<file path="src/sv/mie_pkg.sv">
// ----------------------------------------------------------------------------
// Modular inverse package
// Shared width constants and the sequencer state type of the modular
// inverse block.
// ----------------------------------------------------------------------------
package mie_pkg;

  localparam int unsigned WIDTH = 32;
  localparam int unsigned CNT_W = (WIDTH > 1) ? $clog2(WIDTH) : 1;

  typedef enum logic [4:0] {
    ST_IDLE   = 5'b00001,
    ST_DIV    = 5'b00010,
    ST_STEP   = 5'b00100,
    ST_FOLD   = 5'b01000,
    ST_FINISH = 5'b10000
  } state_e;

endpackage

</file>
<file path="src/sv/modular_inverse_extended_euclid.sv">
// ----------------------------------------------------------------------------
// Modular inverse by the extended Euclidean algorithm
// Returns the inverse of a value modulo a modulus, or a no-inverse flag.
// ----------------------------------------------------------------------------
// One request is worked on at a time; in_ready_o is high only while the
// sequencer is idle. A single restoring divider, one quotient bit per
// cycle, performs every division: first the reduction of the value by the
// modulus, then one division per Euclid round, while the Bezout
// coefficient is built from the quotient bits by shift and add as they
// appear. After each division the step state updates the coefficients;
// the number of rounds R is at most about 1.44 * WIDTH and is much smaller
// for typical operands. A modulus below two skips the divisions and goes
// straight to the finishing state. The result sits in an output register,
// so the next request can be accepted while it waits.
module modular_inverse_extended_euclid
  import mie_pkg::*;
(
  input  logic             clk_i,
  input  logic             rst_ni,
  input  logic             in_valid_i,
  output logic             in_ready_o,
  input  logic [WIDTH-1:0] modulus_i,
  input  logic [WIDTH-1:0] operand_value_i,
  output logic             out_valid_o,
  input  logic             out_ready_i,
  output logic [WIDTH-1:0] inverse_o,
  output logic             no_inverse_o
);

  state_e state_q, state_d;

  logic [WIDTH-1:0] m_q, m_d;
  logic [WIDTH-1:0] dvd_q, dvd_d;
  logic [WIDTH-1:0] dvs_q, dvs_d;
  logic [WIDTH-1:0] rem_q, rem_d;
  logic [WIDTH-1:0] acc_q, acc_d;
  logic [WIDTH-1:0] prev_q, prev_d;
  logic [WIDTH-1:0] cur_q, cur_d;
  logic [CNT_W-1:0] cnt_q, cnt_d;
  logic             neg_q, neg_d;
  logic             first_q, first_d;
  logic             none_q, none_d;
  logic             out_valid_q, out_valid_d;
  logic [WIDTH-1:0] inv_q, inv_d;
  logic             noinv_q, noinv_d;

  logic [WIDTH:0]   rem_shift;
  logic             rem_ge;
  logic [WIDTH:0]   rem_diff;
  logic             in_fire;
  logic             out_load;

  assign in_ready_o   = (state_q == ST_IDLE);
  assign in_fire      = in_valid_i && in_ready_o;
  assign out_valid_o  = out_valid_q;
  assign inverse_o    = inv_q;
  assign no_inverse_o = noinv_q;

  assign rem_shift = {rem_q, dvd_q[WIDTH-1]};
  assign rem_ge    = (rem_shift >= {1'b0, dvs_q});
  assign rem_diff  = rem_shift - {1'b0, dvs_q};
  assign out_load  = (state_q == ST_FINISH) && (!out_valid_q || out_ready_i);

  always_comb begin
    state_d     = state_q;
    m_d         = m_q;
    dvd_d       = dvd_q;
    dvs_d       = dvs_q;
    rem_d       = rem_q;
    acc_d       = acc_q;
    prev_d      = prev_q;
    cur_d       = cur_q;
    cnt_d       = cnt_q;
    neg_d       = neg_q;
    first_d     = first_q;
    none_d      = none_q;
    inv_d       = inv_q;
    noinv_d     = noinv_q;
    out_valid_d = out_valid_q;

    if (out_valid_q && out_ready_i) begin
      out_valid_d = 1'b0;
    end

    case (state_q)
      ST_IDLE: begin
        if (in_fire) begin
          m_d     = modulus_i;
          dvd_d   = operand_value_i;
          dvs_d   = modulus_i;
          rem_d   = '0;
          acc_d   = '0;
          cnt_d   = '0;
          prev_d  = '0;
          cur_d   = {{(WIDTH-1){1'b0}}, 1'b1};
          neg_d   = 1'b0;
          first_d = 1'b1;
          if (modulus_i < {{(WIDTH-2){1'b0}}, 2'b10}) begin
            none_d  = 1'b1;
            state_d = ST_FINISH;
          end else begin
            none_d  = 1'b0;
            state_d = ST_DIV;
          end
        end
      end
      ST_DIV: begin
        rem_d = rem_ge ? rem_diff[WIDTH-1:0] : rem_shift[WIDTH-1:0];
        dvd_d = {dvd_q[WIDTH-2:0], 1'b0};
        acc_d = {acc_q[WIDTH-2:0], 1'b0} + (rem_ge ? cur_q : '0);
        cnt_d = cnt_q + 1'b1;
        if (cnt_q == CNT_W'(WIDTH - 1)) begin
          state_d = ST_STEP;
        end
      end
      ST_STEP: begin
        if (!first_q) begin
          prev_d = cur_q;
          cur_d  = prev_q + acc_q;
          neg_d  = ~neg_q;
        end
        first_d = 1'b0;
        if (rem_q > {{(WIDTH-1){1'b0}}, 1'b1}) begin
          dvd_d   = dvs_q;
          dvs_d   = rem_q;
          rem_d   = '0;
          acc_d   = '0;
          cnt_d   = '0;
          state_d = ST_DIV;
        end else begin
          none_d  = (rem_q != {{(WIDTH-1){1'b0}}, 1'b1});
          state_d = ST_FOLD;
        end
      end
      ST_FOLD: begin
        if (cur_q >= m_q) begin
          cur_d = cur_q - m_q;
        end
        state_d = ST_FINISH;
      end
      ST_FINISH: begin
        if (out_load) begin
          if (none_q) begin
            inv_d = '0;
          end else if (neg_q && (cur_q != '0)) begin
            inv_d = m_q - cur_q;
          end else begin
            inv_d = cur_q;
          end
          noinv_d     = none_q;
          out_valid_d = 1'b1;
          state_d     = ST_IDLE;
        end
      end
      default: begin
        state_d = ST_IDLE;
      end
    endcase
  end

  always_ff @(posedge clk_i or negedge rst_ni) begin
    if (!rst_ni) begin
      state_q     <= ST_IDLE;
      out_valid_q <= 1'b0;
      cnt_q       <= '0;
      first_q     <= 1'b0;
    end else begin
      state_q     <= state_d;
      out_valid_q <= out_valid_d;
      cnt_q       <= cnt_d;
      first_q     <= first_d;
    end
  end

  always_ff @(posedge clk_i) begin
    m_q     <= m_d;
    dvd_q   <= dvd_d;
    dvs_q   <= dvs_d;
    rem_q   <= rem_d;
    acc_q   <= acc_d;
    prev_q  <= prev_d;
    cur_q   <= cur_d;
    neg_q   <= neg_d;
    none_q  <= none_d;
    inv_q   <= inv_d;
    noinv_q <= noinv_d;
  end

`ifndef ASSERT_OFF
  // A result without an inverse always carries zero.
  assert property (@(posedge clk_i) disable iff (!rst_ni)
    out_valid_o && no_inverse_o |-> inverse_o == '0)
    else $error("no-inverse result with non-zero inverse");

  // The running remainder never reaches the divisor during a division.
  assert property (@(posedge clk_i) disable iff (!rst_ni)
    state_q == ST_DIV |-> rem_q < dvs_q)
    else $error("divider remainder not below divisor");

  // Euclid rounds only ever divide by a value above one.
  assert property (@(posedge clk_i) disable iff (!rst_ni)
    state_q == ST_DIV && !first_q |-> dvs_q > {{(WIDTH-1){1'b0}}, 1'b1})
    else $error("division round started with divisor below two");

  // An accepted request always leaves the idle state.
  assert property (@(posedge clk_i) disable iff (!rst_ni)
    in_valid_i && in_ready_o |=> state_q != ST_IDLE)
    else $error("accepted request did not start the sequencer");

  // A finished result is never dropped while the output register is full.
  assert property (@(posedge clk_i) disable iff (!rst_ni)
    state_q == ST_FINISH && out_valid_q && !out_ready_i |=> state_q == ST_FINISH)
    else $error("result left the sequencer while output was stalled");
`endif

endmodule

</file>
<file path="config.mk">
export PLATFORM = sky130hd
export DESIGN_NAME = modular_inverse_extended_euclid
export DESIGN_NICKNAME = d
export VERILOG_FILES = /design/src/sv/mie_pkg.sv /design/src/sv/modular_inverse_extended_euclid.sv
export SDC_FILE = /design/constraint.sdc
export NUM_CORES = 1
export LEC_CHECK = 0
export BUFFER_PORTS_ARGS = -buffer_cell sky130_fd_sc_hd__buf_2
export CAP_MARGIN = 5
export CORE_UTILIZATION = 50
export CTS_CLUSTER_DIAMETER = 30
export CTS_CLUSTER_SIZE = 24
export DETAILED_ROUTE_END_ITERATION = 12
export HOLD_SLACK_MARGIN = 0.1
export PLACE_DENSITY = 0.67
export SYNTH_ARGS = -nofsm -noshare
export SYNTH_HDL_FRONTEND = slang
export SYNTH_SLANG_ARGS = --single-unit
</file>
<file path="constraint.sdc">
create_clock -name clk_i -period 5.98 [get_ports clk_i]
set_input_delay 1.196 -clock clk_i [delete_from_list [all_inputs] [get_ports clk_i]]
set_output_delay 1.196 -clock clk_i [all_outputs]
set_load 0.01 [all_outputs]
</file>
==> summary.txt <==
Timing
  • Final setup TNS: 0 ps
  • Clk_skew: approximately 22 ps
  • Final Setup Violations: 0
  • Slew headroom: between 10% and 20%
  • Fin crit period: between 5000 and 6000 ps
  • RSZ-0062 raised after global routing: false
  • Final Max Tran Viols: 0
  • Worst-Margin Slew: around 1200 ps
  • Final period utilization: between 80 and 90%
  • Fmax: about 190 MHz
  • Hold Vio Cnt, Final: 0
  • Hold Slack: around 470 ps

Place
  • IO buf count: 102
  • RePlAce Congestion: 0.955
  • Post-detail-place hpwl: roughly 42000 um
  • Cell Count Post-Placement: ~2.6k

Power and ir drop
  • Leak: a little over 0.01 uW
  • Logic gate share of total power: less than 1%
  • Clk pwr share: ~65%
  • Net Sw Power: between 1000 and 1500 uW
  • Ratio of total power to cell area: about 260 nW/um^2
  • VDD IR-drop max: approximately 0.20 mV
  • Power Internal: a little under 5000 uW
  • Seq pwr share: roughly a third
  • Sw frac: 20.8%

Global route
  • Gr usage total: approximately 30%
  • GRT Residual Overflow: 0
  • Initial antenna violation count: 0
  • Largest net degree at the start of global routing: 79
  • Number of global-route vias before repair: between 15k and 20k
  • First-pass GRT wire length: roughly 90000 um

Detailed routing
  • Routed vias: about 17k
  • Mean number of vias per cell: around 6.0
  • Initial DRC count: around 1.4k
  • Routed Wire Length: 58400 um
  • WL/cell: around 21 um
  • Drt drc: 0
  • Number of iterations in the first detailed-routing pass: 6
  • Final ANT Viol Nets: 0

Yosys
  • EDFF count, synth: 259
  • Syn_nets: 2329
  • Post-synthesis compound-gate area fraction: between 10% and 20%
  • Post-Synthesis Cell Area: slightly below 20000 sq um
  • XOR/XNOR Fraction of Synth Area: around 5.7%
  • Register area share after synthesis: between 40% and 50%
  • Post-synth top cells: edfxtp_1 (259), nand2_1 (254), nor2_1 (195), a21oi_1 (165), ha_1 (158)
  • Adder-cell share of the synthesized area: a little over a tenth
  • Syn_area_per_cell: just over 9 sq um
  • Mapped Cells: approximately 2.1k
  • Top cell type's share of synthesized area: roughly two fifths
  • FF+latch count, synth: between 200 and 300
  • Asr flop ratio synth: about 4.4%
  • Mux cell area share after synthesis: approximately 1.7%
  • Top_reg_cell synth: edfxtp_1
  • Ranking of synthesized cells by area: edfxtp_1 (40%), ha_1 (10%), nand2_1 (4.9%), a21oi_1 (4.2%), nor2_1 (3.7%)
  • Post-synthesis simple-gate area fraction: between 10% and 20%
  • Largest family of logic cells by synthesized area: compound AO/OA/AOI/OAI gates
  • Top cell type by total area after synthesis: edfxtp_1
  • Post-synth cell types: 88
  • Synth warn: 0
  • Most frequent cell after synthesis: edfxtp_1

Clocking
  • Clock Tree Root: clkbuf_16
  • CTS Buf Count: between 70 and 80
  • Reg clk slew, reported paths: roughly 50 ps
  • Worst-Skew Late Latency: slightly below 600 ps
  • CTS resizes: 0
  • Post-CTS Setup Inserts: 0
  • CTS tree: done
  • H-tree levels: 3
  • Hold-fix buffers, CTS: 0
  • Max Root-Sink Buffers: 3
  • Clk sink count: around 270

Die
  • CORE AREA: between 30000 and 40000 sq um
  • Starting Density: 50.7%
  • Row count: between 70 and 80
  • Die Area: approximately 40000 sq um
  • Die W: between 200 and 250 um
  • Die height: between 200 and 250 um
  • I/O pin cnt: between 100 and 150

Critical path
  • Critical path type: register to register
  • Critical path fanouts, max: 15
  • Worst Path Arrival: between 5000 and 6000 ps
  • CP Data Required Time: about 6300 ps
  • Startpoint types: register
  • Crit. End Element: register

Job
  • Maxcap violations: 0

Final layout
  • Ant. Diodes: 0
  • Layout area overhead: 17.5%
  • Layout Nets: about 2.4k
  • Fraction of layout cells with a size suffix above 1: between 10 and 15%
  • Layout Cells excl Fill: around 2.8k
  • Filler cells: around 3.3k
  • Final Util: roughly three fifths

Outcome
  • Outcome: finished clean

Min path
  • Tightest Hold Check Type: register to register
==> cell usage in the layout (no fill, tap or decap), types with 10 or more instances in the layout <==
master | Yosys | routed
edfxtp_1 | 259 | 259
nand2_1 | 254 | 254
nor2_1 | 195 | 193
a21oi_1 | 165 | 164
ha_1 | 158 | 158
inv_1 | 138 | 137
buf_2 | 23 | 102
a21o_1 | 87 | 87
o21ai_0 | 74 | 74
clkbuf_16 | 0 | 74
xnor2_1 | 71 | 71
xor2_1 | 55 | 55
and2_1 | 45 | 45
nand4_1 | 36 | 36
o22ai_1 | 34 | 34
a22oi_1 | 33 | 33
mux2i_1 | 33 | 33
nand3_1 | 31 | 31
nor4_1 | 26 | 26
o21bai_1 | 24 | 24
nor3_1 | 23 | 23
nand2b_1 | 18 | 18
o21ai_1 | 17 | 16
a211oi_1 | 16 | 16
o211ai_1 | 16 | 16
a31oi_1 | 16 | 16
buf_4 | 3 | 16
o21a_1 | 14 | 14
clkinv_1 | 1 | 13
nor2b_1 | 14 | 12
clkinv_2 | 0 | 12
or3_1 | 11 | 11
dfrtp_1 | 11 | 11
bufinv_16 | 0 | 10
==> critical path, stage by stage, from the launching register on <==
cell	delay (ps)
edfxtp_1	440
ha_1	410
a21oi_1	190
o21a_2	190
o21ai_0	110
or3_1	350
o211ai_2	240
a31oi_4	230
and2_1	230
ha_1	200
fa_1	430
a211oi_1	390
o211ai_1	160
a21o_1	180
a21oi_1	300
o41ai_2	120
o21ai_1	320
o21bai_1	150
xor2_1	150
and2_1	150
==> metal layers <==
metal | share of wire, % | vias up | global-route usage [%] | wire [um]
li1 | - | 7883 | - | -
met1 | 43 | 8019 | 39.2 | 25300
met2 | 47 | 628 | 48.8 | 27500
met3 | 6.0 | 138 | 4.23 | 3500
met4 | 3.6 | 0 | 12.2 | 2080
met5 | 0 | - | 0 | 0
==> cell families (layout without fill, tap and decap cells) <==
group,after synthesis,count (layout)
buffers and inverters,228,390
AOI/OAI and AO/OA,581,581
xor gates and xnor gates,127,127
muxes,33,33
and+or+nand+nor,695,695
adders and majority gates,163,163
DFF,271,271
==> final timing paths <==
kind	startpoint	endpoint	slack, ps	depth (start not counted)
worst min-delay path	cnt_q[3]$_DFFE_PN0P_	cnt_q[3]$_DFFE_PN0P_	470	1
worst min register to register	cnt_q[3]$_DFFE_PN0P_	cnt_q[3]$_DFFE_PN0P_	470	1
worst max-delay path	rem_q[13]$_SDFFCE_PN0P_	acc_q[25]$_SDFFCE_PN0P_	760	19
max in group asynchronous	rst_ni	state_q[0]$_DFFE_PN1P_	5220	1
min in group asynchronous	rst_ni	out_valid_o$_DFF_PN0_	490	1
worst max register to register	rem_q[13]$_SDFFCE_PN0P_	acc_q[25]$_SDFFCE_PN0P_	760	19
==> state kept, by name, indices dropped and copies added, names as in the netlist <==
name / cells
acc_q: 32
cnt_q: 5
cur_q: 32
dvd_q: 32
dvs_q: 32
first_q: 1
inverse_o: 32
m_q: 32
neg_q: 1
no_inverse_o: 1
none_q: 1
out_valid_o: 1
prev_q: 32
rem_q: 32
state_q: 5
==> metrics by stage <==
stage	power [uW]	setup WS [ps]	cell area, sq um
after CTS	6100	762	23000
final	6070	760	23000
after floorplan	2100	1210	19600
after global routing	6200	401	23000
after global placement	2140	900	20600
after detailed placement	2140	784	20600
==> power by group through the flow <==
stage	combinational, uW	sequential, uW	clock [uW]
after floorplan	9.49	2090	0
after global placement	48.7	2090	0
final	50.4	2060	3950
after CTS	50.1	2060	3990
after global routing	54.2	2060	4090
after detailed placement	49.3	2090	0
==> cell type report <==
| type | count | area, sq um | area share (%) |
|---|---|---|---|
| well taps | 518 | 648 | 2.81 |
| clock buffers | 81 | 1910 | 8.28 |
| multi-input cells | 1599 | 10700 | 46.3 |
| clock inverters | 52 | 576 | 2.50 |
| flip-flops and latches | 271 | 8080 | 35.1 |
| repair buffers | 118 | 631 | 2.74 |
| inverters | 139 | 524 | 2.28 |
No activity file was read; power rests on OpenSTA's default activity.
